**src/rdm_div_cell.sv**
```systemverilog
`default_nettype none
// one quotient bit of a restoring division; remainder stays below divisor
module rdm_div_cell #(
    parameter int DW = 16,
    parameter int LB = 16
) (
    input  wire logic          i_clk,
    input  wire logic          i_en,
    input  wire logic [DW-1:0] i_rem,
    input  wire logic [LB-1:0] i_low,
    input  wire logic [LB-1:0] i_q,
    input  wire logic [DW-1:0] i_d,
    output logic [DW-1:0]      o_rem,
    output logic [LB-1:0]      o_low,
    output logic [LB-1:0]      o_q,
    output logic [DW-1:0]      o_d
);
    logic [DW-1:0] r_rem;
    logic [LB-1:0] r_low;
    logic [LB-1:0] r_q;
    logic [DW-1:0] r_d;
    logic [DW:0]   w_sh;
    logic [DW:0]   w_diff;
    logic          w_ge;

    assign w_sh   = {i_rem, i_low[LB-1]};
    assign w_ge   = (w_sh >= {1'b0, i_d});
    assign w_diff = w_sh - {1'b0, i_d};

    always_ff @(posedge i_clk) begin
        if (i_en) begin
            r_rem <= w_ge ? w_diff[DW-1:0] : w_sh[DW-1:0];
            r_low <= {i_low[LB-2:0], 1'b0};
            r_q   <= {i_q[LB-2:0], w_ge};
            r_d   <= i_d;
        end
    end

    assign o_rem = r_rem;
    assign o_low = r_low;
    assign o_q   = r_q;
    assign o_d   = r_d;
endmodule
`default_nettype wire

```
**config.mk**
```make
export PLATFORM = sky130hd
export DESIGN_NAME = rdm_div_cell
export DESIGN_NICKNAME = d
export VERILOG_FILES = /design/src/rdm_div_cell.sv
export SDC_FILE = /design/constraint.sdc
export NUM_CORES = 1
export LEC_CHECK = 0
export BUFFER_PORTS_ARGS = -buffer_cell sky130_fd_sc_hd__buf_2
export CELL_PAD_IN_SITES_DETAIL_PLACEMENT = 0
export CELL_PAD_IN_SITES_GLOBAL_PLACEMENT = 1
export CORE_AREA = 2 2 94 96
export DETAILED_ROUTE_END_ITERATION = 8
export DIE_AREA = 0 0 96 98
export GPL_ROUTABILITY_DRIVEN = 0
export HOLD_SLACK_MARGIN = 0.15
export PLACE_DENSITY_LB_ADDON = 0.1
export REMOVE_ABC_BUFFERS = 1
export SLEW_MARGIN = 10
export SYNTH_ARGS = -nofsm -noshare
export SYNTH_HDL_FRONTEND = slang
export SYNTH_SLANG_ARGS = --single-unit
```
**constraint.sdc**
```tcl
create_clock -name i_clk -period 2.79 [get_ports i_clk]
set_input_delay 0.279 -clock i_clk [delete_from_list [all_inputs] [get_ports i_clk]]
set_output_delay 0.279 -clock i_clk [all_outputs]
set_load 0.02 [all_outputs]
```
==> impl_metrics.toml <==
[outcome]
outcome = "finished, final reports clean"

[synth]
syn_area_mm2 = 0.00305
synth_area_leaders = "edfxtp_1, ha_1, mux2_4, inv_1, mux2_2"
ys_seq_elements = 63
synth_top_family_by_area = "compound AO/OA/AOI/OAI gates"
synth-xor-area-share_pct = 2.59
synthArstFlopShare_pct = 0
synthAdderAreaFrac_pct = 7.22
yosys.area_share.simple_pct = 5.42
yosysTopAreaCellShare_pct = 62.1
synthFlopType = "edfxtp_1"
yosysUniqueCellTypes = 40
synth-seq-area-share_pct = 62.1
synth-compound-area-share_pct = 12.4
ys.warnings.count = 0
synthCells = 220
synth_edf_count = 63
syn_area_per_cell_um2 = 13.9
synth_mux_area_share_pct = 6.20
yosysTopAreaCell = "edfxtp_1"

[critical_path]
crit_start = "i_d[8]"
end_kind = "flop"
cp.buffers_inverters = 4
crit_required_ps = 2880
critPathMaxFanout = 9
crit_path_cell_trace = "dlygate4sd3_1 > buf_2 > inv_1 > ha_1 > a21oi_1 > o211ai_1 > o21ai_2 > o211ai_2 > a31oi_4 > buf_12 > mux2_2"
slowest_delay_ps = 520
crit_arrival_ps = 2760
cp_slowest_cell = "dlygate4sd3_1"
critPathKind = "input port to flop"
crit_cells = 11
cp_top_family = "compound AO/OA/AOI/OAI gates"
cp-start-kind = "input port"

[power]
leakagePower_nw = 2.06
power.density_mw_per_mm2 = 565
irDropWorstVdd_mv = 0.234

[clock_network]
cts_max_path_buffers = 2
cts_tree = "yes"
cts-htree-levels = 3
path_clk_slew_ps = 80
cts-buffers-inserted = 9
ctsRootBufferMaster = "clkbuf_8"
numClockSinks = 63

[floorplanning]
die-area_mm2 = 0.00941
ios = 130
die_h_um = 98
core_area_mm2 = 0.00847
initial_utilization_pct = 36.0
dieWidth_um = 96
num_rows = 34

[final_layout]
fin_nets = 498
syn2layout_area_growth_pct = 51.4
num_antenna_cells = 0
drive_gt1_share_pct = 42.4

[routing]
wirelength_um = 7200
drt_iter0_markers = 98
drc_errors = 0
first_pass_iters = 4
via_per_inst = 4.53
via_count = 2391
drt-wirelength-per-cell_um = 13.6
ant_nets = 0

[timing]
slew_headroom_pct = 49.0
worst_slack_ps = 119
maxClockFrequency_ghz = 0.374
hold_violations = 0
finalCritPeriodShare_pct = 95.7
tightest_slew_ps = 765
final_max_slew_viol_count = 0
whs_ps = 254
setup_violations = 0
period_minus_slack_ps = 2670
rsz0062_at_grt = "true"

[worst_hold_path]
worstHoldStart = "i_rem[12]"
hp-class = "input port to flop"
holdPathStages = 2

[global_route]
grt_antenna_before_repair = 0
grt_pass1_wl_um = 11300
grt_use_total_pct = 15.6
overflow = 0
grt_max_degree = 35
grt_pass1_vias = 2437

[placed_design]
place_hpwl_um = 5100
numPortBuffers = 127
dp_slack_ps = 168

[flow_run]
maxCapViolations = 0
through the flow:
| stage | area (µm²) | setup TNS, ps | power (W) | cells | utilization, % |
|---|---|---|---|---|---|
| after floorplan | 3010 | 0 | 0.00156 | 215 | - |
| after global placement | 3930 | 0 | 0.00178 | 465 | 46.4 |
| after detailed placement | 3930 | 0 | 0.00179 | 465 | 46.4 |
| after CTS | 4580 | 0 | 0.00263 | 527 | 54.1 |
| after global routing | 4620 | -1.37 | 0.00274 | 528 | 54.5 |
| final | 4620 | 0 | 0.00261 | 528 | 54.5 |
repair_timing:
item / in CTS / in global routing
hold buffers: 46 / 0
endpoints found under the hold margin: 46 / 0
gates resized for setup: 0 / 6
setup endpoints to repair: 0 / 16
setup buffers: 0 / 1
layer usage:
| metal | share of wire (%) | GRT usage, % |
|---|---|---|
| met1 | 46 | 20.3 |
| met5 | 0 | 0 |
| met2 | 46 | 24.9 |
| met4 | 1.0 | 5.27 |
| met3 | 7.5 | 4.48 |
worst paths after layout:
check,to,slack (ps)
max,o_rem[7]$_DFFE_PP_,120
min,o_rem[13]$_DFFE_PP_,250
area by class of cell:
class | instances | area [µm²]
fillers | 764 | 3850
flip-flops and latches | 63 | 1890
repair buffers | 189 | 1250
multi-input cells | 130 | 1060
well taps | 108 | 135
clock buffers | 11 | 131
inverters | 22 | 82.6
clock inverters | 5 | 58.8
flip-flops by register name, indices dropped and copies added (netlist names):
| register | cells |
|---|---|
| o_d | 16 |
| o_low | 15 |
| o_q | 16 |
| o_rem | 16 |
cells by family (layout without fill, tap and decap cells):
logic type / count (synthesis) / count (layout)
other cells: 1 / 1
simple gates: 33 / 33
buf+inv: 27 / 227
flops: 63 / 63
mux: 15 / 15
fa+ha+maj: 17 / 17
xor+xnor: 9 / 9
compound gates: 55 / 55
cells in the final DEF (no fill, tap or decap), types with 2 or more instances in the layout:
cell type	netlist	routed
a211oi_1	5	4
nor2_1	12	12
xnor2_1	6	6
o31a_1	2	2
buf_4	3	13
nand4_1	2	2
buf_12	0	3
clkbuf_8	0	9
a21o_1	7	7
a21oi_1	14	14
buf_2	0	127
inv_1	22	22
nand2_1	8	8
clkinv_4	0	2
o21a_1	3	3
nand3_1	3	3
dlygate4sd3_1	0	46
edfxtp_1	63	63
mux2i_1	2	2
nor2b_1	3	2
xor2_1	3	3
clkbuf_1	0	2
o21ai_0	12	12
ha_1	16	15
mux2_2	7	7
mux2_4	6	6
a21boi_0	2	2
cell usage after synthesis, types with 2 or more instances:
master    instances
buf_4             3
a21boi_0          2
xor2_1            3
nand2_1           8
nor2b_1           3
o21ai_0          12
a21oi_1          14
nand3_1           3
nand4_1           2
a21o_1            7
ha_1             16
edfxtp_1         63
nor2_1           12
o21a_1            3
inv_1            22
o31a_1            2
mux2_2            7
mux2_4            6
mux2i_1           2
a211oi_1          5
xnor2_1           6
power by group:
group | internal, W | switching, W
logic | 0.000303 | 0.000348
clock network | 0.000413 | 0.000368
registers | 0.00115 | 0.0000201
Power figures use the tool's default switching activity.
