### config.mk
export PLATFORM = sky130hd
export DESIGN_NAME = rdm_sqrt_cell
export DESIGN_NICKNAME = d
export VERILOG_FILES = /design/src/rdm_sqrt_cell.sv
export SDC_FILE = /design/constraint.sdc
export NUM_CORES = 1
export LEC_CHECK = 0
export BUFFER_PORTS_ARGS = -buffer_cell sky130_fd_sc_hd__buf_2
export CAP_MARGIN = 10
export CORE_AREA = 2 2 64 111
export DETAILED_ROUTE_END_ITERATION = 8
export DIE_AREA = 0 0 66 113
export GPL_TIMING_DRIVEN = 0
export HOLD_SLACK_MARGIN = 0.08
export PLACE_DENSITY = 0.84
export SYNTH_ARGS = -nofsm -noshare
export SYNTH_HDL_FRONTEND = slang
export SYNTH_SLANG_ARGS = --single-unit
### constraint.sdc
create_clock -name i_clk -period 4.3 [get_ports i_clk]
set_input_delay 0.215 -clock i_clk [delete_from_list [all_inputs] [get_ports i_clk]]
set_output_delay 0.215 -clock i_clk [all_outputs]
set_load 0.05 [all_outputs]
### src/rdm_sqrt_cell.sv
`default_nettype none
// one digit of the integer square root
module rdm_sqrt_cell #(
    parameter int SB = 16
) (
    input  wire logic            i_clk,
    input  wire logic            i_en,
    input  wire logic [2*SB-1:0] i_n,
    input  wire logic [SB+1:0]   i_rem,
    input  wire logic [SB-1:0]   i_root,
    output logic [2*SB-1:0]      o_n,
    output logic [SB+1:0]        o_rem,
    output logic [SB-1:0]        o_root
);
    logic [2*SB-1:0] r_n;
    logic [SB+1:0]   r_rem;
    logic [SB-1:0]   r_root;
    logic [SB+2:0]   w_sh;
    logic [SB+2:0]   w_trial;
    logic [SB+2:0]   w_diff;
    logic            w_ge;

    assign w_sh    = {i_rem[SB:0], i_n[2*SB-1 -: 2]};
    assign w_trial = {1'b0, i_root, 2'b01};
    assign w_ge    = (w_sh >= w_trial);
    assign w_diff  = w_sh - w_trial;

    always_ff @(posedge i_clk) begin
        if (i_en) begin
            r_n    <= {i_n[2*SB-3:0], 2'b00};
            r_rem  <= w_ge ? w_diff[SB+1:0] : w_sh[SB+1:0];
            r_root <= {i_root[SB-2:0], w_ge};
        end
    end

    assign o_n    = r_n;
    assign o_rem  = r_rem;
    assign o_root = r_root;
endmodule
`default_nettype wire

==> results.sh <==
export IMPL_combPwrFrac_pct=28.8
export IMPL_clkPwrFrac_pct=33.0
export IMPL_holdCritStartpoint="i_root[5]"
export IMPL_dieWidth_um=66
export IMPL_hold_path_cell_count=1
export IMPL_grt_pass1_vias=3063
export IMPL_avgSynthCellArea_sq_um=13.05
export IMPL_grt_ovfl_total=0
export IMPL_cts_setup_buffers=0
export IMPL_ys_flop_type="edfxtp_1"
export IMPL_vias=2879
export IMPL_synth_top_cell_area_share_pct=57.08
export IMPL_drive_gt1_share_pct=38.32
export IMPL_io_pins=134
export IMPL_startpoint_type="input port"
export IMPL_viasPerCell=5.494
export IMPL_wire_per_inst_um=18.72
export IMPL_cts_root_buf="clkbuf_16"
export IMPL_slew_violations=0
export IMPL_drc=0
export IMPL_drv_cap=0
export IMPL_cts_tree="done"
export IMPL_synth_edf_count=64
export IMPL_hold_ws_ns=0.08961
export IMPL_crit_start="i_root[12]"
export IMPL_pwr_share_seq_pct=38.2
export IMPL_yosysSeqAreaShare_pct=57.08
export IMPL_fmax_ghz=0.3099
export IMPL_drt_iter0_markers=291
export IMPL_grt_pass1_wl_um=14930
export IMPL_relSlewSlack_pct=40.95
export IMPL_wl_um=9809
export IMPL_hold_path_end="o_root[6]$_DFFE_PP_"
export IMPL_post_synth_top_area_cell="edfxtp_1"
export IMPL_cts_hold_buf=38
export IMPL_crit_required_ns=4.37
export IMPL_die_area_sq_um=7458
export IMPL_routabilityCongestion=0.8137
export IMPL_syn2layout_area_growth_pct=42.55
export IMPL_hold_viol=0
export IMPL_place_area_sq_um=4144
export IMPL_first_pass_iters=4
export IMPL_swShare_pct=32.57
export IMPL_hold_path_class="in2reg"
export IMPL_core_sq_um=6539
export IMPL_cts_resized_gates=0
export IMPL_worst_pin_slew_ns=0.8857
export IMPL_fin_nets=526
export IMPL_finalSetupViolCount=0
export IMPL_syn_inst=258
export IMPL_grt_setup_unrepaired="no"
export IMPL_final_area_sq_um=4800
export IMPL_rows=39
export IMPL_min_period_over_period_pct=75.04
export IMPL_status="finished, final reports clean"
export IMPL_clockBufferDepth=2
export IMPL_internal_power_w=0.001378
export IMPL_power_w=0.002043
export IMPL_async_reset_ff_share_pct=0
export IMPL_p_leak_nw=2.088
export IMPL_crit_fanout=10
export IMPL_p_switching_w=0.0006656
export IMPL_htreeDepth=3
export IMPL_ys_types=46
export IMPL_initial_core_util_pct=51.49
export IMPL_die_h_um=113
export IMPL_syn_cell_area_sq_um=3367
export IMPL_ys_ff_latch=64
export IMPL_end_kind="register"
export IMPL_synth_area_leaders="edfxtp_1, ha_1, o31ai_4, inv_1, mux2_2"
export IMPL_fin_setup_tns_ns=0
export IMPL_cts_reportedPaths_clkPinSlew_ns=0.05
export IMPL_numCtsBuffers=9
export IMPL_cp_arrival_ns=3.30
export IMPL_antenna_found_initial=1
export IMPL_cellPowerDensity_nw_per_um2=425.8
export IMPL_cts_sinks=64
export IMPL_antenna_left=0
export IMPL_port_buffers=130
export IMPL_utilization_pct=73.40
export IMPL_dp_hpwl_um=6492
export IMPL_peakVddDrop_mv=0.2882
export IMPL_grt_max_degree=45
export IMPL_critPathKind="in2reg"
export IMPL_period_minus_slack_ns=3.227
export IMPL_grt_usage_pct=27.27
export IMPL_yosys_warnings=0
-- flip-flops by register name, indices dropped and copies added (netlist names) --
name,cells
o_root,16
o_rem,18
o_n,30
-- worst max path at each step --
stage | end | slack (ns) | depth (start not counted)
4_1_cts | o_rem[3]$_DFFE_PP_ | 1.30 | 10
5_1_grt | o_rem[4]$_DFFE_PP_ | 1.0 | 10
2_1_floorplan | o_rem[2]$_DFFE_PP_ | 2.06 | 9
6_report | o_rem[3]$_DFFE_PP_ | 1.07 | 10
3_5_place_dp | o_rem[4]$_DFFE_PP_ | 1.37 | 9
3_3_place_gp | o_rem[7]$_DFFE_PP_ | 1.34 | 8
-- critical path: stages --
cell           delay, ns
dlygate4sd3_1       0.55
buf_2               0.12
inv_1               0.04
ha_1                0.36
a21oi_1             0.34
o21ai_0             0.16
a21oi_1             0.71
o211a_1             0.28
buf_6               0.17
mux2_2              0.35
-- cell families after synthesis --
| group | after synthesis | synth area share, % |
|---|---|---|
| buf+inv | 34 | 4.905 |
| xor+xnor | 9 | 2.341 |
| flops | 64 | 57.08 |
| other cells | 1 | 0.1114 |
| simple gates | 55 | 8.696 |
| compound gates | 67 | 16.91 |
| mux | 10 | 3.270 |
| fa+ha+maj | 18 | 6.689 |
-- layout make-up --
type | instances | area (sq um)
fillers | 447 | 1739
diodes | 1 | 2.502
flip-flops and latches | 64 | 1922
well taps | 82 | 102.6
clock inverters | 3 | 37.54
plain buffers | 8 | 67.56
clock buffers | 9 | 225.2
repair buffers | 170 | 1061
inverters | 26 | 97.59
multi-input cells | 161 | 1284
-- synth_stat cells, types with 2 or more instances --
cell type and n:
nand2b_1 4, o211ai_1 4, o21a_1 3, a21o_1 2, a211oi_1 2, buf_2 2
inv_1 26, nand3_1 5, o31ai_4 6, o211a_1 2, a21oi_1 16, mux2i_1 2
nor2_1 12, and3b_1 2, o2111ai_1 6, a21boi_0 3, xnor2_1 9, nor3_1 4
ha_1 18, and4_1 4, nand2_1 13, nand4_1 4, mux2_2 8, o21ai_0 12
edfxtp_1 64, buf_4 3, a31oi_1 3
-- power by group through the flow --
stage / combinational [W] / sequential (W) / clock (W)
after floorplan: 0.000186 / 0.00101 / 0
after global placement: 0.000541 / 0.000787 / 0
after detailed placement: 0.000554 / 0.000790 / 0
after CTS: 0.000584 / 0.000779 / 0.000679
after global routing: 0.000622 / 0.000785 / 0.000710
final: 0.000589 / 0.000780 / 0.000674
-- stage by stage --
stage	std cells	setup slack (ns)
after floorplan	259	2.063
after global placement	471	1.337
after detailed placement	472	1.367
after CTS	522	1.302
after global routing	524	0.9981
final	524	1.073
-- cell usage in the layout (no fill, tap or decap), drive strengths merged, types with 2 or more instances in the layout --
master and instances:
buf 138, edfxtp 64, dlygate4sd3 39, inv 26, ha 18, a21oi 17
nand2 13, o21ai 12, nor2 12, clkbuf 10, xnor2 9, mux2 8
o2111ai 7, o31ai 7, nand3 5, o211ai 5, nand2b 4, nand4 4
nor3 4, and4 4, a21boi 3, a31oi 3, o21a 3, a21o 2
o211a 2, and3b 2, a211oi 2, mux2i 2, conb 2, clkinv 2
-- per-layer routing --
layer  wire length [um]  part of all wire, %  up-vias  global-route usage (%)
met5                  0                    0        -                       0
met4                456                  4.6        0                   14.69
met3                619                  6.3       35                   6.660
met2               5387                   55      126                   50.57
met1               3346                   34     1373                   26.65
li1                   -                    -     1345                       -
Power figures use the tool's default switching activity.
