$ cat src/rdm_pkg.sv
`default_nettype none
package rdm_pkg;

    localparam int SAMPLE_BITS_DEF = 16;
    localparam int CORDIC_ITER_DEF = 16;

    // angle accumulator: 2^-16 of 1/64 degree
    localparam int ZW           = 32;
    localparam int ORI_W        = 15;
    localparam int ATAN_ENTRIES = 24;

    localparam logic signed [ZW-1:0] ANGLE_90  = 32'sd377487360;
    localparam logic signed [ZW-1:0] ORI_LIMIT = 32'sd11520;
    localparam logic signed [ZW-1:0] Z_HALF    = 32'sd32768;

    localparam int CFG_IDX_W = 1;
    localparam logic [CFG_IDX_W-1:0] CFG_INNER = 1'b0;
    localparam logic [CFG_IDX_W-1:0] CFG_OUTER = 1'b1;

    function automatic logic signed [ZW-1:0] rdm_atan(input int idx);
        logic signed [ZW-1:0] v;
        case (idx)
            0:  v = 32'sd188743680;
            1:  v = 32'sd111421900;
            2:  v = 32'sd58872272;
            3:  v = 32'sd29884485;
            4:  v = 32'sd15000234;
            5:  v = 32'sd7507429;
            6:  v = 32'sd3754631;
            7:  v = 32'sd1877430;
            8:  v = 32'sd938729;
            9:  v = 32'sd469366;
            10: v = 32'sd234683;
            11: v = 32'sd117342;
            12: v = 32'sd58671;
            13: v = 32'sd29335;
            14: v = 32'sd14668;
            15: v = 32'sd7334;
            16: v = 32'sd3667;
            17: v = 32'sd1833;
            18: v = 32'sd917;
            19: v = 32'sd458;
            20: v = 32'sd229;
            21: v = 32'sd115;
            22: v = 32'sd57;
            23: v = 32'sd29;
            default: v = '0;
        endcase
        return v;
    endfunction

endpackage
`default_nettype wire

$ cat src/rdm_cordic_cell.sv
`default_nettype none
module rdm_cordic_cell import rdm_pkg::*; #(
    parameter int CW   = 27,
    parameter int STEP = 0
) (
    input  wire logic                 i_clk,
    input  wire logic                 i_en,
    input  wire logic signed [CW-1:0] i_x,
    input  wire logic signed [CW-1:0] i_y,
    input  wire logic signed [ZW-1:0] i_z,
    output logic signed [CW-1:0]      o_x,
    output logic signed [CW-1:0]      o_y,
    output logic signed [ZW-1:0]      o_z
);
    localparam logic signed [ZW-1:0] ATAN = rdm_atan(STEP);

    logic signed [CW-1:0] r_x;
    logic signed [CW-1:0] r_y;
    logic signed [ZW-1:0] r_z;
    logic signed [CW-1:0] w_dx;
    logic signed [CW-1:0] w_dy;

    assign w_dx = i_y >>> STEP;
    assign w_dy = i_x >>> STEP;

    always_ff @(posedge i_clk) begin
        if (i_en) begin
            if (!i_y[CW-1]) begin
                r_x <= i_x + w_dx;
                r_y <= i_y - w_dy;
                r_z <= i_z + ATAN;
            end else begin
                r_x <= i_x - w_dx;
                r_y <= i_y + w_dy;
                r_z <= i_z - ATAN;
            end
        end
    end

    assign o_x = r_x;
    assign o_y = r_y;
    assign o_z = r_z;
endmodule
`default_nettype wire

$ cat config.mk
export PLATFORM = sky130hd
export DESIGN_NAME = rdm_cordic_cell
export DESIGN_NICKNAME = d
export VERILOG_FILES = /design/src/rdm_pkg.sv /design/src/rdm_cordic_cell.sv
export SDC_FILE = /design/constraint.sdc
export NUM_CORES = 1
export LEC_CHECK = 0
export ABC_AREA = 1
export ABC_CLOCK_PERIOD_IN_PS = 2100
export BUFFER_PORTS_ARGS = -buffer_cell sky130_fd_sc_hd__buf_2
export CAP_MARGIN = 40
export CORE_ASPECT_RATIO = 2
export CORE_MARGIN = 3
export CORE_UTILIZATION = 53
export CTS_BUF_LIST = sky130_fd_sc_hd__clkbuf_8
export DETAILED_ROUTE_END_ITERATION = 10
export PLACE_DENSITY = 0.78
export SYNTH_ARGS = -nofsm -noshare
export SYNTH_HDL_FRONTEND = slang
export SYNTH_SLANG_ARGS = --single-unit
export TNS_END_PERCENT = 5
$ cat constraint.sdc
create_clock -name i_clk -period 2.1 [get_ports i_clk]
set_input_delay 0.42 -clock i_clk [delete_from_list [all_inputs] [get_ports i_clk]]
set_output_delay 0.42 -clock i_clk [all_outputs]
set_load 0.02 [all_outputs]
==> metrics.cfg, run 1 <==
[outcome]
run_status = complete, no violations

[yosys]
synthTopCellsByArea = edfxtp_1 28%, nand2_1 16%, ha_1 13%
yosysTopAreaCellShare_pct = 27.7
yosys.area_share.xor_xnor_pct = 2.57
synth-edff-count = 85
async_flop_share_pct = 0
synth_top_family_by_area = simple AND/OR/NAND/NOR gates
synth.area.mux_share_pct = 0
ys_warn_count = 0
yosysTopAreaCell = edfxtp_1
avgSynthCellArea_um2 = 7.00
synthSimpleGateAreaFrac_pct = 32.9
synth_compound_area_share_pct = 11.0
synthesis.nets = 1501
synth_seq_cells = 85
synth_seq_area_share_pct = 27.7
synth_cell_type_count = 43
synth_cells = 1316
synthAdderAreaFrac_pct = 13.5
netlist_area_um2 = 9210
synthFlopType = edfxtp_1

[cts]
htreeDepth = 3
clockRootBuffer = clkbuf_8
postCtsSetupBuffers = 0
cts_tree = yes
clk_path_buf_depth = 2
cts.clk_slew.worst_paths_ns = 0.10
cts_made_buffers = 9
clock-sinks = 85
cts-hold-fix-buffers = 0

[cells_and_area]
fillers = 1458
nets = 1874
area_growth_pct = 31.4
n_antenna_cell = 0
layout_common_cells = 394 x nand2_1, 220 x buf_4, 202 x inv_1
drive_above_1_share_pct = 31.2
design_area_um2 = 12100
final_common_cell = nand2_1

[worst_setup_path]
end_kind = flip-flop
crit_fanout = 3
crit_arrival_ns = 2.19
critPathRequiredTime_ns = 2.25
crit_type = in -> reg
cp-start-kind = input port

[power_and_ir_drop]
p_int_w = 0.00385
netSwitchingPower_w = 0.00272
power.share.combinational_pct = 49.1
peakVddDrop_mv = 0.281
p_per_area_nw_per_um2 = 543
clkPwrFrac_pct = 17.3
leakage_nw = 6.50
swShare_pct = 41.4
p_seq_share_pct = 33.6

[global_routing]
grt_max_degree = 51
grt_pass1_vias = 10400
grt_busiest_layer = met2
grt_first_pass_wirelength_mm = 50.2
use_met1_pct = 29.9
antenna_found_initial = 0
grt_overflow = 0
grt_usage_pct = 34.1
grt_util_met2_pct = 64.9
use_met3_pct = 4.02

[drt]
drt_pre_antenna_iters = 5
drc_errors = 0
wl_per_cell_um = 17.4
wl_mm = 33.0
drt_iter0_drc = 549
viasPerCell = 5.40
ant_nets = 0
vias = 10300

[timing]
worstMarginPinSlew_ns = 0.637
tns_ns = 0
layout_min_cycle_time_ns = 2.04
fmax_mhz = 490
slew_headroom_pct = 57.5
hold_violations = 0
slew_violations = 0
setup_viol = 0
rsz0062_at_grt = true
period_share_pct = 97.1

[die]
die_w_um = 99.2
dieHeight_um = 192
io_pins = 174
start_util_pct = 54.4
core-area_um2 = 16900
dieArea_um2 = 19100
rows = 67

[worst_hold_path]
min_path_type = in -> reg

[flow_run]
cap_viol_max_count = 0

[placement]
place_hpwl_mm = 27.3
placed_area_um2 = 11800
port-buffer-count = 173
gp_congestion = 1.05

-- sequential cells by signal, indices dropped and copies added (netlist names) --
name and count:
o_x 26, o_z 32, o_y 27
-- critical path, cell delays in order --
cell and delay [ns]:
buf_2 0.09, inv_1 0.04, ha_1 0.34, buf_4 0.16, nand2_1 0.05, nand2_1 0.21
a21oi_1 0.31, nand2_1 0.13, nor2_1 0.18, a21oi_1 0.08, o21ai_1 0.10, nand2_1 0.06
-- per-layer routing --
metal	vias up	part of all wire, %	routed length (µm)
li1	4971	-	-
met1	4677	31	10200
met2	455	53	17400
met3	162	5.7	1870
met4	0	11	3530
met5	-	0	0
-- logic make-up (layout without fill, tap and decap cells) --
family / count (synthesis) / count (layout)
compound gates: 176 / 176
xor+xnor: 27 / 27
fa+ha+maj: 97 / 97
buf+inv: 255 / 633
flops: 85 / 85
simple gates: 676 / 676
-- worst paths after layout --
check	start	endpoint	slack (ns)	cells after the start
max	i_x[11]	o_y[12]	0.06	12
min	i_z[20]	o_z[20]	0.21	1
-- power by group through the flow --
stage | Clock [W] | Combinational (W) | Sequential, W
finish | 0.00114 | 0.00322 | 0.00221
CTS | 0.00113 | 0.00314 | 0.00221
global placement | 0 | 0.00306 | 0.00224
floorplan | 0 | 0.00150 | 0.00252
global route | 0.00120 | 0.00349 | 0.00222
detailed placement | 0 | 0.00312 | 0.00225
-- synth_stat cells (19+ instances only) --
cell type / number
ha_1: 93
buf_6: 19
nor2_2: 23
nor2_1: 69
a21oi_1: 79
inv_1: 203
nand4_1: 30
xor2_1: 21
o21ai_0: 46
nand3_1: 109
edfxtp_1: 85
nand2_1: 395
-- what timing repair did --
action	in CTS	in global routing
cloned	0	0
setup endpoints to repair	1	32
gates resized for setup	1	36
pin swaps	0	1
-- stage by stage --
step           total power [W]  util (%)  worst slack, ns  hold WS, ns  cells
2_1_floorplan          0.00402         -           0.0201        0.519   1316
3_3_place_gp           0.00529      69.7           -0.420        0.596   1885
3_5_place_dp           0.00537      69.7           -0.429        0.599   1885
4_1_cts                0.00648      70.7           0.0125        0.197   1901
5_1_grt                0.00691      71.4          -0.0384        0.195   1901
6_report               0.00657      71.4           0.0600        0.210   1901
-- final cells by class --
| type | instances | area, µm² | share of cell area, % |
|---|---|---|---|
| Clock buffer | 9 | 124 | 1.02 |
| Clock inverter | 7 | 50.0 | 0.414 |
| Inverter | 219 | 822 | 6.80 |
| Multi-Input combinational cell | 976 | 5660 | 46.8 |
| Sequential cell | 85 | 2550 | 21.1 |
| Tap cell | 207 | 259 | 2.14 |
| Timing Repair Buffer | 398 | 2630 | 21.8 |
Note: power is estimated with default switching activity, not from simulation.
==> run 2: changes to the inputs <==
- ABC_AREA: 1 -> default
- CORE_UTILIZATION: 53 -> 51
- PLACE_DENSITY: 0.78 -> 0.77
==> metrics.cfg, run 2 <==
[placement]
dp_cells = 1414
placed_area_um2 = 10600
gp_congestion = 0.982
port-buffer-count = 173
place_ws_ns = -0.985
place_hpwl_mm = 24.5

[worst_setup_path]
cp-start-kind = input port
critPathTopFamily = compound AO/OA/AOI/OAI gates
startpoint = i_y[0]
cp_slowest_cell = fa_2
crit_arrival_ns = 2.62
critPathRequiredTime_ns = 2.23
end_kind = flip-flop
cp.depth = 13
crit_chain = buf_8 > inv_1 > ha_2 > fa_2 > nor2b_4 > o2111ai_4 > a31oi_4 > o22ai_2 > o31ai_2 > buf_4 > o211ai_1 > a21oi_1 > xnor2_1
crit_type = in -> reg
crit_buf_inv = 3
max_stage_delay_ns = 0.43
crit_fanout = 3

[worst_hold_path]
min_path_cells = 1
hold_start = i_z[6]
min_path_type = in -> reg

[die]
die_w_um = 92.2
dieHeight_um = 178
core-area_um2 = 14400
start_util_pct = 52.5
rows = 62
dieArea_um2 = 16400
io_pins = 174

[yosys]
synthTopCellsByCount = 93 x ha_1, 88 x a21oi_1, 85 x edfxtp_1, 83 x inv_1, 53 x o21ai_0
synth_seq_area_share_pct = 33.7
synth-edff-count = 85
ys_warn_count = 0
synth_cells = 821
synth_cell_type_count = 71
yosysTopAreaCell = edfxtp_1
avgSynthCellArea_um2 = 9.23
synth_seq_cells = 85
async_flop_share_pct = 0
yosysTopAreaCellShare_pct = 33.7
synthesis.nets = 1006
synthFlopType = edfxtp_1
yosysMostFrequentCell = ha_1
synthTopCellsByArea = edfxtp_1 34%, ha_1 15%, xnor2_1 5.9%
netlist_area_um2 = 7580

[drt]
drt_iter0_drc = 510
viasPerCell = 5.76
wl_mm = 30.3
wl_per_cell_um = 21.1
ant_nets = 0
vias = 8270
drt_pre_antenna_iters = 7
drc_errors = 0

[cells_and_area]
area_growth_pct = 50.0
drive_above_1_share_pct = 45.4
layout_common_cells = 268 x buf_4, 170 x buf_2, 85 x edfxtp_1
design_area_um2 = 11400
largest_reg_flops = 32
final_common_cell = buf_4
nets = 1424
instances_no_fill = 1437
final_core_util_pct = 78.7

[global_routing]
grt_pass1_vias = 8519
grt_max_degree = 44
grt_usage_pct = 36.1
grt_first_pass_wirelength_mm = 44.5
antenna_found_initial = 1
grt_overflow = 0

[cts]
htreeDepth = 3
clockRootBuffer = clkbuf_8
clk_path_buf_depth = 2
clock-sinks = 85
cts_made_buffers = 9
cts_tree = yes
cts-hold-fix-buffers = 0
cts.clk_slew.worst_paths_ns = 0.11

[power_and_ir_drop]
clkPwrFrac_pct = 19.4
p_total_w = 0.00683
swShare_pct = 38.6
power.share.combinational_pct = 47.3
p_seq_share_pct = 33.3
p_int_w = 0.00419
peakVddDrop_mv = 0.398
netSwitchingPower_w = 0.00264
leakage_nw = 5.28
p_per_area_nw_per_um2 = 601

[timing]
slew_violations = 0
setup_slack_ns = -0.382
slew_headroom_pct = 62.7
fmax_mhz = 403
layout_min_cycle_time_ns = 2.48
rsz0062_at_grt = true
period_share_pct = 118
worstMarginPinSlew_ns = 0.553
setup_viol = 33
hold_violations = 0

[outcome]
run_status = finished, violations left
violations = setup timing

[flow_run]
cap_viol_max_count = 0

[run 2: cell count changes after synthesis, moves of 16 or more]
| cell | before | now |
|---|---|---|
| buf_6 | 19 | 2 |
| xnor2_1 | 6 | 51 |
| nand3_1 | 109 | 14 |
| nor2_2 | 23 | 0 |
| a21o_1 | 0 | 16 |
| nand2_1 | 395 | 41 |
| nand4_1 | 30 | 8 |
| clkbuf_1 | 5 | 23 |
| inv_1 | 203 | 83 |
| nor2_1 | 69 | 48 |
[run 2: timing repair]
item                                    CTS  global route
resized for setup                        54            53
endpoints found under the setup margin   38            40
pin swaps                                27            33
setup buffers                             2             4
hold endpoints to repair                  0             0
[run 2: logic make-up after synthesis]
logic type,Yosys count,synth area share [%]
fa+ha+maj,97,16.4
buf+inv,122,6.42
compound gates,276,23.8
mux,13,1.72
simple gates,169,11.1
xor+xnor,59,6.82
flops,85,33.7
[run 2: power groups by stage]
stage	Combinational [W]	Sequential (W)	Clock, W
after floorplan	0.00124	0.00262	0
after global placement	0.00295	0.00230	0
after detailed placement	0.00300	0.00231	0
after CTS	0.00310	0.00227	0.00132
after global routing	0.00342	0.00229	0.00141
final	0.00323	0.00227	0.00132
[run 2: layer usage]
| metal | vias to the layer above | track usage (%) | part of all wire [%] |
|---|---|---|---|
| met4 | 0 | 29.1 | 9.3 |
| met2 | 394 | 72.0 | 57 |
| li1 | 3802 | - | - |
| met5 | - | 0 | 0 |
| met1 | 3906 | 30.8 | 30 |
| met3 | 168 | 4.01 | 4.4 |
[run 2: path summary, 6_finish.rpt]
path              endpoint  slack (ns)
setup / recovery   o_y[26]       -0.38
hold / removal      o_z[6]        0.20
[run 2: final cells by class]
type,count,area [µm²]
Multi-Input combinational cell,614,5070
Antenna cell,1,2.50
Fill cell,1028,3070
Timing Repair Buffer,443,2950
Clock buffer,9,124
Tap cell,192,240
Sequential cell,85,2550
Inverter,86,329
Clock inverter,7,93.8
[run 2: through the flow]
stage / TNS (ns) / hold WS, ns
5_1_grt: -10.04 / 0.178
3_3_place_gp: -29.85 / 0.597
3_5_place_dp: -31.48 / 0.599
4_1_cts: -9.17 / 0.190
6_report: -7.59 / 0.196
2_1_floorplan: -11.94 / 0.519
